### src/sv/cvrp_pkg.sv
// shared types and constants of the reflecting obstacle predictor
`timescale 1ns / 1ps

package cvrp_pkg;

   // field widths
   localparam int POS_W   = 32;
   localparam int HALF_W  = 31;
   localparam int HOR_W   = 6;
   localparam int TIME_W  = 16;
   localparam int GAIN_W  = 16;

   // fixed point shifts of gain and time
   localparam int GAIN_SHIFT = 8;
   localparam int TIME_SHIFT = 16;

   // accumulated step time k*step_time
   localparam int T_W    = TIME_W + HOR_W;
   // shared multiplier operands and product
   localparam int MUL_A_W = POS_W + 1;
   localparam int MUL_B_W = T_W + 1;
   localparam int PROD_W  = MUL_A_W + MUL_B_W;
   // widened position and offset
   localparam int WIDE_W  = 40;
   localparam int OFF_W   = WIDE_W + 1;

   // divider sizes
   localparam int DIVD_W     = WIDE_W;
   localparam int DIVS_W     = POS_W;
   localparam int DIV_STEPS  = DIVD_W;
   localparam int DIV_CNT_W  = $clog2(DIV_STEPS);

   // register port
   localparam int CSR_ADDR_W = 4;
   localparam int CSR_DATA_W = 32;

   // register indexes
   localparam logic [1:0] REG_HORIZON = 2'd0;
   localparam logic [1:0] REG_STEP    = 2'd1;
   localparam logic [1:0] REG_GAIN    = 2'd2;

   // register reset values
   localparam logic [HOR_W-1:0]  HORIZON_RESET = 6'd10;
   localparam logic [TIME_W-1:0] STEP_RESET    = 16'd6554;
   localparam logic [GAIN_W-1:0] GAIN_RESET    = 16'd256;

   // saturation limits
   localparam logic [HALF_W-1:0] EXTENT_MAX = {HALF_W{1'b1}};
   localparam logic signed [POS_W-1:0] POS_MAX = {1'b0, {(POS_W-1){1'b1}}};
   localparam logic signed [POS_W-1:0] POS_MIN = {1'b1, {(POS_W-1){1'b0}}};

   typedef struct packed {
      logic [HOR_W-1:0]  horizon;
      logic [TIME_W-1:0] step_time;
      logic [GAIN_W-1:0] expand_gain;
   } cfg_type;

   typedef struct packed {
      logic done;
      logic q_odd;
   } div_status_type;

   typedef enum logic [2:0] {
      ST_IDLE,
      ST_MUL,
      ST_SUM,
      ST_POS,
      ST_OFF,
      ST_DIV,
      ST_FIX,
      ST_EMIT
   } state_type;

endpackage

### src/sv/cvrp_div.sv
// restoring divider, one quotient bit per cycle, remainder and quotient parity
`timescale 1ns / 1ps

module cvrp_div
   import cvrp_pkg::*;
(
   input  logic              clock,
   input  logic              reset,
   input  logic              start,
   input  logic [DIVD_W-1:0] dividend,
   input  logic [DIVS_W-1:0] divisor,
   output div_status_type    status,
   output logic [DIVS_W-1:0] remainder
);

   localparam logic [DIV_CNT_W-1:0] DIV_LAST = DIV_CNT_W'(DIV_STEPS - 1);

   logic                 busy_ff, busy_in;
   logic                 done_ff, done_in;
   logic [DIV_CNT_W-1:0] cnt_ff, cnt_in;
   logic [DIVD_W-1:0]    dvd_ff;
   logic [DIVS_W-1:0]    dvs_ff;
   logic [DIVS_W-1:0]    rem_ff;
   logic                 q_odd_ff;
   logic [DIVS_W:0]      partial;
   logic [DIVS_W+1:0]    diff;
   logic                 fits;

   // trial subtract of the shifted partial remainder
   always_comb begin
      partial = {rem_ff, dvd_ff[DIVD_W-1]};
      diff    = {1'b0, partial} - {2'b00, dvs_ff};
      fits    = ~diff[DIVS_W+1];
   end

   // step control
   always_comb begin
      busy_in = busy_ff;
      cnt_in  = cnt_ff;
      done_in = busy_ff && (cnt_ff == DIV_LAST);
      if (start) begin
         busy_in = 1'b1;
         cnt_in  = '0;
      end else if (busy_ff) begin
         cnt_in = cnt_ff + 1'b1;
         if (cnt_ff == DIV_LAST) begin
            busy_in = 1'b0;
         end
      end
   end

   always_ff @(posedge clock) begin
      if (reset) begin
         busy_ff <= 1'b0;
         done_ff <= 1'b0;
         cnt_ff  <= '0;
      end else begin
         busy_ff <= busy_in;
         done_ff <= done_in;
         cnt_ff  <= cnt_in;
      end
   end

   // shift and subtract
   always_ff @(posedge clock) begin
      if (start) begin
         dvd_ff <= dividend;
         dvs_ff <= divisor;
         rem_ff <= '0;
      end else if (busy_ff) begin
         dvd_ff   <= {dvd_ff[DIVD_W-2:0], 1'b0};
         rem_ff   <= fits ? diff[DIVS_W-1:0] : partial[DIVS_W-1:0];
         q_odd_ff <= fits;
      end
   end

   assign status.done  = done_ff;
   assign status.q_odd = q_odd_ff;
   assign remainder    = rem_ff;

endmodule

### config.mk
export PLATFORM = sky130hd
export DESIGN_NAME = cvrp_div
export DESIGN_NICKNAME = d
export VERILOG_FILES = /design/src/sv/cvrp_pkg.sv /design/src/sv/cvrp_div.sv
export SDC_FILE = /design/constraint.sdc
export NUM_CORES = 1
export LEC_CHECK = 0
export ABC_AREA = 1
export BUFFER_PORTS_ARGS = -buffer_cell sky130_fd_sc_hd__buf_2
export CORE_MARGIN = 1.5
export CORE_UTILIZATION = 40
export CTS_BUF_LIST = sky130_fd_sc_hd__clkbuf_4
export CTS_CLUSTER_DIAMETER = 40
export DETAILED_ROUTE_END_ITERATION = 8
export PLACE_DENSITY = 0.57
export SLEW_MARGIN = 5
export SYNTH_ARGS = -nofsm -noshare
export SYNTH_HDL_FRONTEND = slang
export SYNTH_SLANG_ARGS = --single-unit
### constraint.sdc
create_clock -name clock -period 5.3 [get_ports clock]
set_clock_uncertainty 0.2 [all_clocks]
set_input_delay 1.06 -clock clock [delete_from_list [all_inputs] [get_ports clock]]
set_output_delay 1.06 -clock clock [all_outputs]
set_load 0.01 [all_outputs]
==> impl_metrics.ini <==
[cells_and_area]
layout_commonest_cell = nand2_1
layout_common_cells = nand2_1 (439), inv_1 (167), buf_2 (108)
fin_cells = 1365
final_area_um2 = 8260
drive_gt1_share_pct = 15.5
syn_to_final_growth_pct = 14.4
fin_util_pct = 47.3
final_nets = 1235
fillers = 1854

[clocking]
cts_tree = yes
cts_resized = 0
cts_made_buffers = 17
clock_latency_ps = 540
cts-root-buf = clkbuf_4
path_clk_slew_ps = 110
post-cts-setup-buffers = 0
clockBufferDepth = 2
clkSinkCount = 113
postCtsHoldBufs = 0
htree_levels = 4

[power]
irDropWorstVdd_mv = 0.182
power.leakage_nw = 4.58
power.density_cell_area_nw_per_um2 = 244

[die]
io_pins = 109
start_util_pct = 41.3
die_x_um = 137
die_h_um = 137
fp.dieArea_um2 = 18900
rows = 48
fp.coreArea_um2 = 17500

[global_route]
gr-total-overflow = 0
grt_antenna_before_repair = 1
grt_pass1_vias = 5987
grt_pass1_wl_um = 29200
grt_usage_pct = 20.0
grt_max_degree = 56

[logic_synthesis]
synth_top_cell_area_share_pct = 30.4
syn_avg_cell_area_um2 = 7.07
synth_seq_area_share_pct = 41.4
syn_inst = 1022
async_flop_share_pct = 0
synth_area_leaders = edfxtp_1 (30%), nand2_1 (23%), dfxtp_1 (11%), inv_1 (8.7%), ha_1 (5.7%)
synth_cell_types = 34
ys_warn_count = 0
syn_area_um2 = 7220
synth_nets = 1131
synth_top_area_cell = edfxtp_1
ys_ff_latch = 113
synth_edf_count = 73
synth_top_flop_cell = edfxtp_1

[drt]
ant_nets = 0
vias_per_cell = 4.66
drcViolationCount = 0
wl_um = 17600
drt_iter0_drc = 338
dr.pass1.iters = 5
wl_per_cell_um = 12.9
via_count = 6356

[sta]
slew_headroom_pct = 22.2
timing.final.crit_share_pct = 53.1
max_freq_mhz = 355
rsz0062_at_grt = false
setup_viol = 0
worstMarginPinSlew_ps = 1170
period_needed_ps = 2820
fin_setup_tns_ps = 0
slew_viol_final = 0
finalHoldViolations = 0

[critical_path]
timing.critical_path.fanout_max = 34
regToRegEndpoint = remainder[5]
r2r-start = dvs_ff[8]
start_kind = flop
critPathKind = reg2reg
r2r_cells = 15
worstPathRequired_ps = 5570
r2r_setup_slack_ps = 2480
crit_start = dvs_ff[8]
crit_path_end_kind = flop
cp.arrival_ps = 3080
cp-endpoint = remainder[5]

[worst_hold_path]
hp-class = reg2reg

[status]
outcome = complete, no violations

[place]
gp_congestion = 0.896
placedCellCount = 1332
io_buffers = 108
dp_hpwl_um = 13000
place_area_um2 = 7920

[run]
maxCapViolations = 0
[area by class of cell]
type	count	area, µm²	share of cell area [%]
Multi-Input combinational cell	703	3400	41.2
Timing Repair Buffer	111	563	6.82
Clock buffer	21	158	1.91
Clock inverter	11	185	2.24
Inverter	180	676	8.18
Sequential cell	113	2990	36.2
Tap cell	225	282	3.41
Antenna cell	1	2.50	0.0303
[worst max-delay path: stages, from the launching register on]
cell      delay (ps)
edfxtp_1         370
inv_1             70
ha_1             280
nand2_2          150
inv_2             30
nand2_1           50
nand2_1           80
inv_2             60
nand3_2          160
nand2_2          120
nand2_2           70
nand2_4          380
nand2_4          340
nand2_1          170
nand3_1           80
o21ai_1           80
[synthesized netlist by cell type, drive strengths merged, types with 8 or more instances]
library cell  count
nand3            81
clkbuf           14
xnor2            14
ha               33
buf              12
inv             180
nand2           445
nor3              8
nand3b           17
a21oi            21
nor2             52
dfxtp            40
o21ai            14
edfxtp           73
nand4            11
[flip-flops by register name (all words and copies together), names as in the netlist]
register and flops:
q_odd_ff 1, dvs_ff 32, cnt_ff 6, busy_ff 1, dvd_ff 40, done_ff 1
remainder 32
[power breakdown]
group / switching (W) / internal [W] / leakage, nW
Combinational: 0.000138 / 0.0000766 / 3.34
Clock: 0.000345 / 0.000442 / 0.187
Sequential: 0.0000176 / 0.00100 / 1.06
Total: 0.000501 / 0.00152 / 4.58
[worst min path at each step]
stage	startpoint	endpoint	slack, ps	cells after the start
2_1_floorplan	cnt_ff[0]	cnt_ff[0]	250	1
4_1_cts	cnt_ff[1]	cnt_ff[1]	290	2
6_report	cnt_ff[1]	cnt_ff[1]	290	2
3_3_place_gp	cnt_ff[1]	cnt_ff[1]	270	2
3_5_place_dp	remainder[9]	remainder[9]	270	2
5_1_grt	remainder[20]	remainder[20]	310	2
[metal layers]
layer / wire length [µm] / global-route usage [%] / vias to the layer above / part of all wire, %
met3: 910 / 5.15 / 17 / 5.2
met5: 0 / 0 / - / 0
met1: 8470 / 27.0 / 2831 / 48
met4: 238 / 5.32 / 0 / 1.4
li1: - / - / 3375 / -
met2: 8000 / 31.8 / 133 / 45
[metrics by stage]
step | hold slack (ps) | power [W] | worst slack, ps
floorplan | 254 | 0.00117 | 2340
global placement | 273 | 0.00125 | 2000
detailed placement | 272 | 0.00125 | 1970
CTS | 290 | 0.00204 | 2440
global route | 307 | 0.00212 | 2170
finish | 287 | 0.00202 | 2480
[cells by family (layout without fill, tap and decap cells)]
kind of cell | Yosys count | after routing | synth area share [%]
adders and majority gates | 34 | 34 | 6.00
buffers and inverters | 206 | 323 | 11.5
AOI/OAI and AO/OA | 37 | 37 | 2.84
DFF | 113 | 113 | 41.4
and+or+nand+nor | 617 | 617 | 36.4
xor gates and xnor gates | 15 | 15 | 1.82
other | 0 | 1 | 0
Note: power is estimated with default switching activity, not from simulation.
