File: config.mk
export PLATFORM = sky130hd
export DESIGN_NAME = cvrp_csr
export DESIGN_NICKNAME = d
export VERILOG_FILES = /design/src/sv/cvrp_pkg.sv /design/src/sv/cvrp_csr.sv
export SDC_FILE = /design/constraint.sdc
export NUM_CORES = 1
export LEC_CHECK = 0
export BUFFER_PORTS_ARGS = -buffer_cell sky130_fd_sc_hd__buf_2
export CAP_MARGIN = 20
export CORE_UTILIZATION = 44
export CTS_CLUSTER_DIAMETER = 150
export DETAILED_ROUTE_END_ITERATION = 8
export GPL_ROUTABILITY_DRIVEN = 0
export PLACE_DENSITY = 0.85
export SETUP_SLACK_MARGIN = 0.2
export SLEW_MARGIN = 0
export SYNTH_ARGS = -nofsm -noshare
export SYNTH_HDL_FRONTEND = slang
export SYNTH_SLANG_ARGS = --single-unit
export TNS_END_PERCENT = 30
File: constraint.sdc
create_clock -name clock -period 1.34 [get_ports clock]
set_input_delay 0.067 -clock clock [delete_from_list [all_inputs] [get_ports clock]]
set_output_delay 0.067 -clock clock [all_outputs]
set_load 0.05 [all_outputs]
File: src/sv/cvrp_pkg.sv
// shared types and constants of the reflecting obstacle predictor
`timescale 1ns / 1ps

package cvrp_pkg;

   // field widths
   localparam int POS_W   = 32;
   localparam int HALF_W  = 31;
   localparam int HOR_W   = 6;
   localparam int TIME_W  = 16;
   localparam int GAIN_W  = 16;

   // fixed point shifts of gain and time
   localparam int GAIN_SHIFT = 8;
   localparam int TIME_SHIFT = 16;

   // accumulated step time k*step_time
   localparam int T_W    = TIME_W + HOR_W;
   // shared multiplier operands and product
   localparam int MUL_A_W = POS_W + 1;
   localparam int MUL_B_W = T_W + 1;
   localparam int PROD_W  = MUL_A_W + MUL_B_W;
   // widened position and offset
   localparam int WIDE_W  = 40;
   localparam int OFF_W   = WIDE_W + 1;

   // divider sizes
   localparam int DIVD_W     = WIDE_W;
   localparam int DIVS_W     = POS_W;
   localparam int DIV_STEPS  = DIVD_W;
   localparam int DIV_CNT_W  = $clog2(DIV_STEPS);

   // register port
   localparam int CSR_ADDR_W = 4;
   localparam int CSR_DATA_W = 32;

   // register indexes
   localparam logic [1:0] REG_HORIZON = 2'd0;
   localparam logic [1:0] REG_STEP    = 2'd1;
   localparam logic [1:0] REG_GAIN    = 2'd2;

   // register reset values
   localparam logic [HOR_W-1:0]  HORIZON_RESET = 6'd10;
   localparam logic [TIME_W-1:0] STEP_RESET    = 16'd6554;
   localparam logic [GAIN_W-1:0] GAIN_RESET    = 16'd256;

   // saturation limits
   localparam logic [HALF_W-1:0] EXTENT_MAX = {HALF_W{1'b1}};
   localparam logic signed [POS_W-1:0] POS_MAX = {1'b0, {(POS_W-1){1'b1}}};
   localparam logic signed [POS_W-1:0] POS_MIN = {1'b1, {(POS_W-1){1'b0}}};

   typedef struct packed {
      logic [HOR_W-1:0]  horizon;
      logic [TIME_W-1:0] step_time;
      logic [GAIN_W-1:0] expand_gain;
   } cfg_type;

   typedef struct packed {
      logic done;
      logic q_odd;
   } div_status_type;

   typedef enum logic [2:0] {
      ST_IDLE,
      ST_MUL,
      ST_SUM,
      ST_POS,
      ST_OFF,
      ST_DIV,
      ST_FIX,
      ST_EMIT
   } state_type;

endpackage

File: src/sv/cvrp_csr.sv
// configuration registers behind the register port
`timescale 1ns / 1ps

module cvrp_csr
   import cvrp_pkg::*;
(
   input  logic                  clock,
   input  logic                  reset,
   input  logic                  csr_psel,
   input  logic                  csr_penable,
   input  logic                  csr_pwrite,
   input  logic [CSR_ADDR_W-1:0] csr_paddr,
   input  logic [CSR_DATA_W-1:0] csr_pwdata,
   output logic [CSR_DATA_W-1:0] csr_prdata,
   output logic                  csr_pready,
   output cfg_type               cfg
);

   logic [HOR_W-1:0]  horizon_ff, horizon_in;
   logic [TIME_W-1:0] step_ff, step_in;
   logic [GAIN_W-1:0] gain_ff, gain_in;
   logic              wr_en;
   logic [1:0]        reg_idx;

   assign reg_idx = csr_paddr[CSR_ADDR_W-1:2];
   assign wr_en   = csr_psel & csr_penable & csr_pwrite;

   // write decode
   always_comb begin
      horizon_in = horizon_ff;
      step_in    = step_ff;
      gain_in    = gain_ff;
      if (wr_en) begin
         case (reg_idx)
            REG_HORIZON: horizon_in = csr_pwdata[HOR_W-1:0];
            REG_STEP:    step_in    = csr_pwdata[TIME_W-1:0];
            REG_GAIN:    gain_in    = csr_pwdata[GAIN_W-1:0];
            default:     ;
         endcase
      end
   end

   always_ff @(posedge clock) begin
      if (reset) begin
         horizon_ff <= HORIZON_RESET;
         step_ff    <= STEP_RESET;
         gain_ff    <= GAIN_RESET;
      end else begin
         horizon_ff <= horizon_in;
         step_ff    <= step_in;
         gain_ff    <= gain_in;
      end
   end

   // read mux
   always_comb begin
      case (reg_idx)
         REG_HORIZON: csr_prdata = CSR_DATA_W'(horizon_ff);
         REG_STEP:    csr_prdata = CSR_DATA_W'(step_ff);
         REG_GAIN:    csr_prdata = CSR_DATA_W'(gain_ff);
         default:     csr_prdata = '0;
      endcase
   end

   assign csr_pready = 1'b1;

   assign cfg.horizon     = horizon_ff;
   assign cfg.step_time   = step_ff;
   assign cfg.expand_gain = gain_ff;

endmodule

==> flow_metrics.env, run 1 <==
export IMPL_cts_tree="done"
export IMPL_yosys_warnings=0
export IMPL_ant_nets=0
export IMPL_dr_pass1_iters=4
export IMPL_routed_wl_mm=4.42
export IMPL_start_util=0.472
export IMPL_p_int_w=0.00181
export IMPL_htreeDepth=2
export IMPL_rsz0062_at_grt="true"
export IMPL_maxSlewViolCount=0
export IMPL_netlist_area_sq_um=1960
export IMPL_hold_class="input port to flip-flop"
export IMPL_power_frac_comb=0.192
export IMPL_final_cell_mix="buf_2 (67), nand2b_1 (43), mux2i_1 (38)"
export IMPL_hold_slack_ps=52.2
export IMPL_clockBufferDepth=2
export IMPL_grt_usage=0.188
export IMPL_cts_root_buf="clkbuf_8"
export IMPL_met2_length_mm=2.21
export IMPL_num_rows=23
export IMPL_path_max_fanout=17
export IMPL_synth_top_area_cell="dfxtp_1"
export IMPL_port_buffers=76
export IMPL_top_layer_used="met4"
export IMPL_swShare=0.287
export IMPL_path_class="input port to output port"
export IMPL_cp_end_kind="output port"
export IMPL_synth_top_cell_area_share=0.389
export IMPL_cts_buffers=5
export IMPL_power_density_nw_per_um2=953
export IMPL_avgSynthCellArea_sq_um=9.55
export IMPL_grt_pass1_vias=1382
export IMPL_dpl_hpwl_mm=3.18
export IMPL_design_area_sq_um=2660
export IMPL_cp_arrival_ps=1060
export IMPL_timing_fmax_mhz=885
export IMPL_final_net_count=325
export IMPL_outcome="finished, final reports clean"
export IMPL_fin_skew_ps=0
export IMPL_leakage_nw=1.24
export IMPL_core_area_sq_um=4140
export IMPL_ios=112
export IMPL_cp_required_ps=1270
export IMPL_synthDistinctLibCells=20
export IMPL_tns_ps=0
export IMPL_layout_min_cycle_time_ps=1130
export IMPL_finalPower_w=0.00253
export IMPL_grt_pass1_wl_mm=6.38
export IMPL_areaGrowthSynthToFinish_pct=35.9
export IMPL_finalHoldViolations=0
export IMPL_setup_viol=0
export IMPL_seq_power_share=0.456
export IMPL_avgViaCountPerCell=4.92
export IMPL_route_met3_wl_um=258
export IMPL_ys_seq_area_frac=0.389
export IMPL_final_common_cell="buf_2"
export IMPL_fp_dieH_um=68.7
export IMPL_cts_clk_slew_worst_paths_ps=70
export IMPL_met1_length_mm=1.92
export IMPL_peakVddDrop_uv=671
export IMPL_wl_per_cell_um=13.2
export IMPL_gr_total_overflow=0
export IMPL_drcViolationCount=0
export IMPL_maxCapViolCount=0
export IMPL_clkLatencyLatePin_ps=270
export IMPL_num_antenna_cells=0
export IMPL_synthCells=205
export IMPL_synth_area_leaders="dfxtp_1 (39%), mux2i_1 (23%), nand2b_1 (14%)"
export IMPL_cts_sinks=38
export IMPL_die_area_sq_um=4720
export IMPL_synth_seq_cells=38
export IMPL_place_area_sq_um=2430
export IMPL_p_switching_w=0.000727
export IMPL_initialDrtViolationCount=43
export IMPL_die_w_um=68.7
export IMPL_vias=1647
export IMPL_cts_hold_buf=0
export IMPL_min_period_over_period=0.844
export IMPL_power_frac_clock=0.353
export IMPL_drive_above_1_share=0.435
export IMPL_grt_max_degree=44
export IMPL_crit_path_start_kind="input port"
export IMPL_antenna_found_initial=0
critical path, cell delays in order:
cell     delay, ps
buf_2          160
nor2b_1        200
buf_6          220
a22o_1         150
buf_2          260
path summary, 6_finish.rpt:
| path | from | endpoint | slack [ps] | depth (start not counted) |
|---|---|---|---|---|
| max | csr_paddr[3] | csr_prdata[6] | 210 | 5 |
| min | csr_pwdata[8] | gain_ff[8] | 50 | 3 |
| max reg2reg | step_ff[0] | step_ff[0] | 610 | 3 |
| min reg2reg | step_ff[6] | step_ff[6] | 490 | 2 |
stage by stage:
step,std cells,utilization,worst slack [ps]
after floorplan,220,-,94.4
after global placement,326,0.588,154
after detailed placement,326,0.588,125
after CTS,334,0.622,173
after global routing,335,0.642,160
final,335,0.642,209
power groups by stage:
stage	clock (W)	combinational, W	sequential (W)
after global placement	0	0.000457	0.00118
final	0.000893	0.000486	0.00115
after CTS	0.000921	0.000470	0.00116
after floorplan	0	0.000341	0.00123
after global routing	0.000975	0.000514	0.00116
after detailed placement	0	0.000462	0.00118
cells by family after synthesis:
| group | share of synthesized area |
|---|---|
| AO/OA/AOI/OAI | 0.0601 |
| buffers and inverters | 0.103 |
| flip-flops | 0.389 |
| multiplexers | 0.225 |
| other | 0.00384 |
| AND/OR/NAND/NOR | 0.219 |
flip-flops by register name (all words and copies together) (netlist names):
name / cells
gain_ff: 16
horizon_ff: 6
step_ff: 16
cell usage after synthesis (all sizes together):
cell / count
buf: 25
or3: 1
nand2: 6
clkbuf: 6
nand3: 1
conb: 2
a22o: 10
nor2: 17
nor3b: 2
nor2b: 2
nand2b: 43
o21ai: 6
mux2i: 44
dfxtp: 38
nand4: 2
routing by layer:
layer,vias up,GRT usage
met5,-,0
met4,0,0.0459
met3,4,0.0609
met2,61,0.321
met1,768,0.227
li1,814,-
cell type report:
class                      count  area [sq um]
sequential                    38           781
tap                           50          62.6
fill                         340          1490
timing repair buffer          88           524
clock buffer                   8           110
multi-input combinational    151          1180
repair_timing:
action	4_1_cts	5_1_grt
pin swaps	0	0
buffers inserted	0	1
setup endpoints to repair	6	16
resized for setup	11	17
endpoints found under the hold margin	0	0
Note: power is estimated with default switching activity, not from simulation.
==> inputs of run 2 (changes only) <==
- ABC_AREA: unset -> 1
- CORE_UTILIZATION: 44 -> 39
- PLACE_DENSITY: 0.85 -> 0.81
- clock period: 1.34 -> 1.02 ns (I/O delays scaled with it)
==> flow_metrics.env, run 2 <==
export IMPL_num_antenna_cells=0
export IMPL_cp_arrival_ps=950
export IMPL_synthFlopType="dfxtp_1"
export IMPL_clockBufferDepth=2
export IMPL_path_cells="nand2_4, nand3_4, buf_8"
export IMPL_netlist_area_sq_um=1920
export IMPL_route_met3_wl_um=285
export IMPL_fp_dieH_um=72.2
export IMPL_cp_required_ps=970
export IMPL_crit_path_end="csr_prdata[0]"
export IMPL_min_period_over_period=0.978
export IMPL_synthCells=301
export IMPL_initialDrtViolationCount=84
export IMPL_drcViolationCount=0
export IMPL_cts_sinks=38
export IMPL_dpl_hpwl_mm=3.61
export IMPL_core_area_sq_um=4720
export IMPL_top_layer_used="met4"
export IMPL_synth_top_area_cell="dfxtp_1"
export IMPL_ys_seq_area_frac=0.395
export IMPL_drive_above_1_share=0.517
export IMPL_layout_min_cycle_time_ps=997
export IMPL_met1_length_mm=2.38
export IMPL_crit_family="flip-flops"
export IMPL_dp_slack_ps=-40.2
export IMPL_utilization=0.734
export IMPL_num_rows=25
export IMPL_start_util=0.407
export IMPL_peakVddDrop_uv=677
export IMPL_worstSetupStartpoint="horizon_ff[0]"
export IMPL_r2r_setup_slack_ps=370
export IMPL_synthMostInstantiatedCell="nand2_1"
export IMPL_cp_num_cells=3
export IMPL_leakage_nw=1.75
export IMPL_vias=2148
export IMPL_cp_num_buf_inv=1
export IMPL_dr_pass1_iters=4
export IMPL_cts_buffers=5
export IMPL_worstReg2RegEnd="step_ff[15]"
export IMPL_setup_viol=0
export IMPL_routed_wl_mm=5.93
export IMPL_rsz0062_at_grt="true"
export IMPL_synth_edf_count=0
export IMPL_grt_pass1_vias=1874
export IMPL_grt_pass1_wl_mm=8.56
export IMPL_synthArstFlopShare=0
export IMPL_final_common_cell="nor2_1"
export IMPL_place_area_sq_um=2660
export IMPL_grt_usage=0.212
export IMPL_fin_ws_ps=22.6
export IMPL_ant_nets=0
export IMPL_cp_end_kind="output port"
export IMPL_path_class="flip-flop to output port"
export IMPL_avgSynthCellArea_sq_um=6.39
export IMPL_htreeDepth=2
export IMPL_hold_class="input port to flip-flop"
export IMPL_final_cell_mix="nor2_1 (57), nand2_1 (54), buf_8 (41)"
export IMPL_met2_length_mm=3.17
export IMPL_design_area_sq_um=3460
export IMPL_crit_slowest_cell="dfxtp_4"
export IMPL_maxCapViolCount=0
export IMPL_cts_clk_slew_worst_paths_ps=70
export IMPL_synth_seq_cells=38
export IMPL_areaGrowthSynthToFinish_pct=80.0
export IMPL_synth_common_cells="nand2_1 (100), nor2_1 (59), nand3_1 (45)"
export IMPL_finalHoldViolations=0
export IMPL_final_net_count=434
export IMPL_avgViaCountPerCell=4.67
export IMPL_port_buffers=76
export IMPL_cts_root_buf="clkbuf_8"
export IMPL_clkLatencyLatePin_ps=280
export IMPL_gr_total_overflow=0
export IMPL_synthDistinctLibCells=16
export IMPL_path_max_fanout=3
export IMPL_antenna_found_initial=0
export IMPL_cts_tree="done"
export IMPL_outcome="finished, final reports clean"
export IMPL_die_w_um=72.2
export IMPL_maxSlewViolCount=0
export IMPL_fin_skew_ps=0
export IMPL_hp_start="csr_pwdata[1]"
export IMPL_crit_path_start_kind="flip-flop"
export IMPL_yosys_warnings=0
export IMPL_reg_top3="gain_ff (16), step_ff (16), horizon_ff (6)"
export IMPL_synth_area_leaders="dfxtp_1 (40%), nand2_1 (20%), nand3_1 (12%)"
export IMPL_reg2regPathDepth=2
export IMPL_power_density_nw_per_um2=991
export IMPL_die_area_sq_um=5220
export IMPL_crit_path_max_incr_delay_ps=370
export IMPL_wl_per_cell_um=12.9
export IMPL_grt_max_degree=39
export IMPL_ios=112
export IMPL_synth_top_cell_area_share=0.395
export IMPL_reg2reg_from="step_ff[15]"
export IMPL_timing_fmax_mhz=1000
## run 2: cell count changes after synthesis, sizes merged, moves of 4 or more
cell	change
nand2	+95
nor2	+46
mux2i	-44
nand3	+44
nand2b	-43
inv	+19
a22o	-10
buf	+5
o21ai	-5
clkbuf	-4
## run 2: layout make-up
class                   instances  area [sq um]
clock buffers                   7          76.3
fillers                       337          1260
inverters                      19          71.3
multi-input cells             227          1280
flip-flops and latches         38           878
well taps                      67          83.8
repair buffers                102          1080
## run 2: cells by family after synthesis
family	count (synthesis)	share of synthesized area
AOI/OAI and AO/OA	1	0.00260
and+or+nand+nor	209	0.451
other	2	0.00390
buffers and inverters	51	0.147
DFF	38	0.395
## run 2: how the worst min path moves through the flow
stage / end / slack (ps) / cells after the start
after floorplan: horizon_ff[1] / 180 / 2
after global placement: step_ff[12] / 280 / 3
after detailed placement: step_ff[12] / 290 / 3
after CTS: step_ff[7] / 6 / 3
after global routing: horizon_ff[3] / 30 / 3
final: horizon_ff[1] / 20 / 3
## run 2: repair_timing
action,4_1_cts,5_1_grt
endpoints found under the hold margin,4,0
cloned,0,2
resized for setup,88,154
buffers inserted,0,1
pin swaps,7,16
endpoints found under the setup margin,54,65
hold buffers,4,0
## run 2: routing by layer
| metal | vias to the layer above | global-route usage |
|---|---|---|
| li1 | 1073 | - |
| met3 | 11 | 0.0556 |
| met4 | 0 | 0.0588 |
| met2 | 62 | 0.369 |
| met5 | - | 0 |
| met1 | 1002 | 0.258 |
## run 2: worst min-delay path: stages
cell and delay (ps):
buf_2 100, nand2_1 50, nand3_1 70
## run 2: power by group
part           internal [W]  leakage, nW  switching (W)
clock              0.000470       0.0383       0.000485
combinational      0.000329         1.39       0.000641
sequential          0.00146        0.326      0.0000452
total               0.00226         1.75        0.00117
## run 2: through the flow
| step | power (W) | std cells | hold slack [ps] | setup TNS [ps] |
|---|---|---|---|---|
| 3_3_place_gp | 0.00228 | 446 | 282 | -6.79 |
| 6_report | 0.00343 | 460 | 15.7 | 0 |
| 4_1_cts | 0.00336 | 457 | 6.50 | 0 |
| 5_1_grt | 0.00359 | 460 | 25.6 | -40.3 |
| 3_5_place_dp | 0.00229 | 446 | 286 | -541 |
| 2_1_floorplan | 0.00215 | 316 | 176 | 0 |
==> inputs of run 3 (changes only) <==
- ABC_AREA: 1 -> unset
- CORE_UTILIZATION: 39 -> 47
- PLACE_DENSITY: 0.81 -> 0.9
- clock period: 1.02 -> 1.2 ns (I/O delays scaled with it)
==> flow_metrics.env, run 3 (synthesis results as in run 1) <==
export IMPL_outcome="finished, final reports clean"
export IMPL_drive_above_1_share=0.538
export IMPL_final_cell_mix="buf_2 (60), nand2b_1 (43), mux2i_1 (38)"
export IMPL_maxCapViolCount=0
export IMPL_gr_total_overflow=0
export IMPL_final_common_cell="buf_2"
export IMPL_reg_top3="gain_ff (16), step_ff (16), horizon_ff (6)"
export IMPL_htreeDepth=2
export IMPL_num_antenna_cells=0
export IMPL_route_met3_wl_um=192
export IMPL_cp_num_buf_inv=1
export IMPL_fin_skew_ps=0
export IMPL_cts_buffers=5
export IMPL_routed_wl_mm=4.67
export IMPL_path_max_fanout=3
export IMPL_finalHoldViolations=0
export IMPL_grt_usage=0.220
export IMPL_vias=1653
export IMPL_core_area_sq_um=4000
export IMPL_ant_nets=0
export IMPL_clkLatencyLatePin_ps=270
export IMPL_initialDrtViolationCount=48
export IMPL_num_rows=23
export IMPL_wl_per_cell_um=13.7
export IMPL_maxSlewViolCount=0
export IMPL_setup_viol=0
export IMPL_port_buffers=76
export IMPL_grt_max_degree=61
export IMPL_hold_class="input port to flip-flop"
export IMPL_path_class="flip-flop to output port"
export IMPL_crit_slowest_cell="dfxtp_2"
export IMPL_dpl_hpwl_mm=3.33
export IMPL_cts_sinks=38
export IMPL_crit_path_start_kind="flip-flop"
export IMPL_rsz0062_at_grt="true"
export IMPL_design_area_sq_um=2780
export IMPL_min_period_over_period=0.939
export IMPL_ios=112
export IMPL_die_area_sq_um=4430
export IMPL_cp_end_kind="output port"
export IMPL_leakage_nw=1.28
export IMPL_layout_min_cycle_time_ps=1130
export IMPL_die_w_um=66.5
export IMPL_crit_family="flip-flops"
export IMPL_cts_root_buf="clkbuf_8"
export IMPL_cp_arrival_ps=1070
export IMPL_path_cells="mux2i_2, o21ai_4, buf_6"
export IMPL_cts_tree="done"
export IMPL_antenna_found_initial=0
export IMPL_clockBufferDepth=2
export IMPL_dr_pass1_iters=4
export IMPL_cts_clk_slew_worst_paths_ps=70
export IMPL_start_util=0.489
export IMPL_drcViolationCount=0
export IMPL_crit_path_max_incr_delay_ps=340
export IMPL_top_layer_used="met4"
export IMPL_tns_ps=0
export IMPL_power_density_nw_per_um2=955
export IMPL_finalPower_w=0.00265
export IMPL_fp_dieH_um=66.5
export IMPL_grt_pass1_vias=1476
export IMPL_utilization=0.695
export IMPL_cp_required_ps=1140
export IMPL_met1_length_mm=2.08
export IMPL_grt_pass1_wl_mm=7.13
export IMPL_areaGrowthSynthToFinish_pct=42.0
export IMPL_place_area_sq_um=2530
export IMPL_peakVddDrop_uv=740
export IMPL_final_net_count=331
export IMPL_hold_slack_ps=46.7
export IMPL_avgViaCountPerCell=4.86
export IMPL_timing_fmax_mhz=887
export IMPL_met2_length_mm=2.37
[run 3: final timing paths]
kind	start	end	slack [ps]	cells past startpoint
max	step_ff[3]	csr_prdata[3]	70	3
min	csr_pwdata[8]	gain_ff[8]	50	3
max reg2reg	step_ff[4]	step_ff[4]	440	3
min reg2reg	gain_ff[12]	gain_ff[12]	480	2
[run 3: where the power goes]
part	total, W	internal, W	leakage, nW	switching, W
Sequential	0.00128	0.00127	0.314	0.0000146
Combinational	0.000574	0.000186	0.924	0.000388
Clock	0.000797	0.000389	0.0438	0.000408
[run 3: final cells by class]
class                   instances  area, sq um
clock inverters                 2         10.0
well taps                      50         62.6
multi-input cells             151         1200
flip-flops and latches         38          811
fillers                       331         1220
clock buffers                   5         68.8
repair buffers                 94          622
[run 3: metal layers]
metal	global-route usage	vias up
met5	0	-
met4	0.0559	0
met3	0.0565	2
met2	0.380	46
met1	0.270	788
li1	-	817
[run 3: what timing repair did]
action                                  CTS  global route
endpoints found under the setup margin   16            29
gates resized for setup                  33             7
buffers inserted                          1             2
hold buffers                              0             0
pin swaps                                 2             1
[run 3: tightest hold or removal path, delay by kind of cell]
kind                   cells  cell delay [ps]
muxes                      1              110
buffers and inverters      1               70
and+or+nand+nor            1               40
[run 3: stage by stage]
step	setup slack, ps	instances
after floorplan	125	220
after global placement	7.74	330
after detailed placement	-36.2	330
after CTS	102	338
after global routing	35.7	340
final	72.6	340
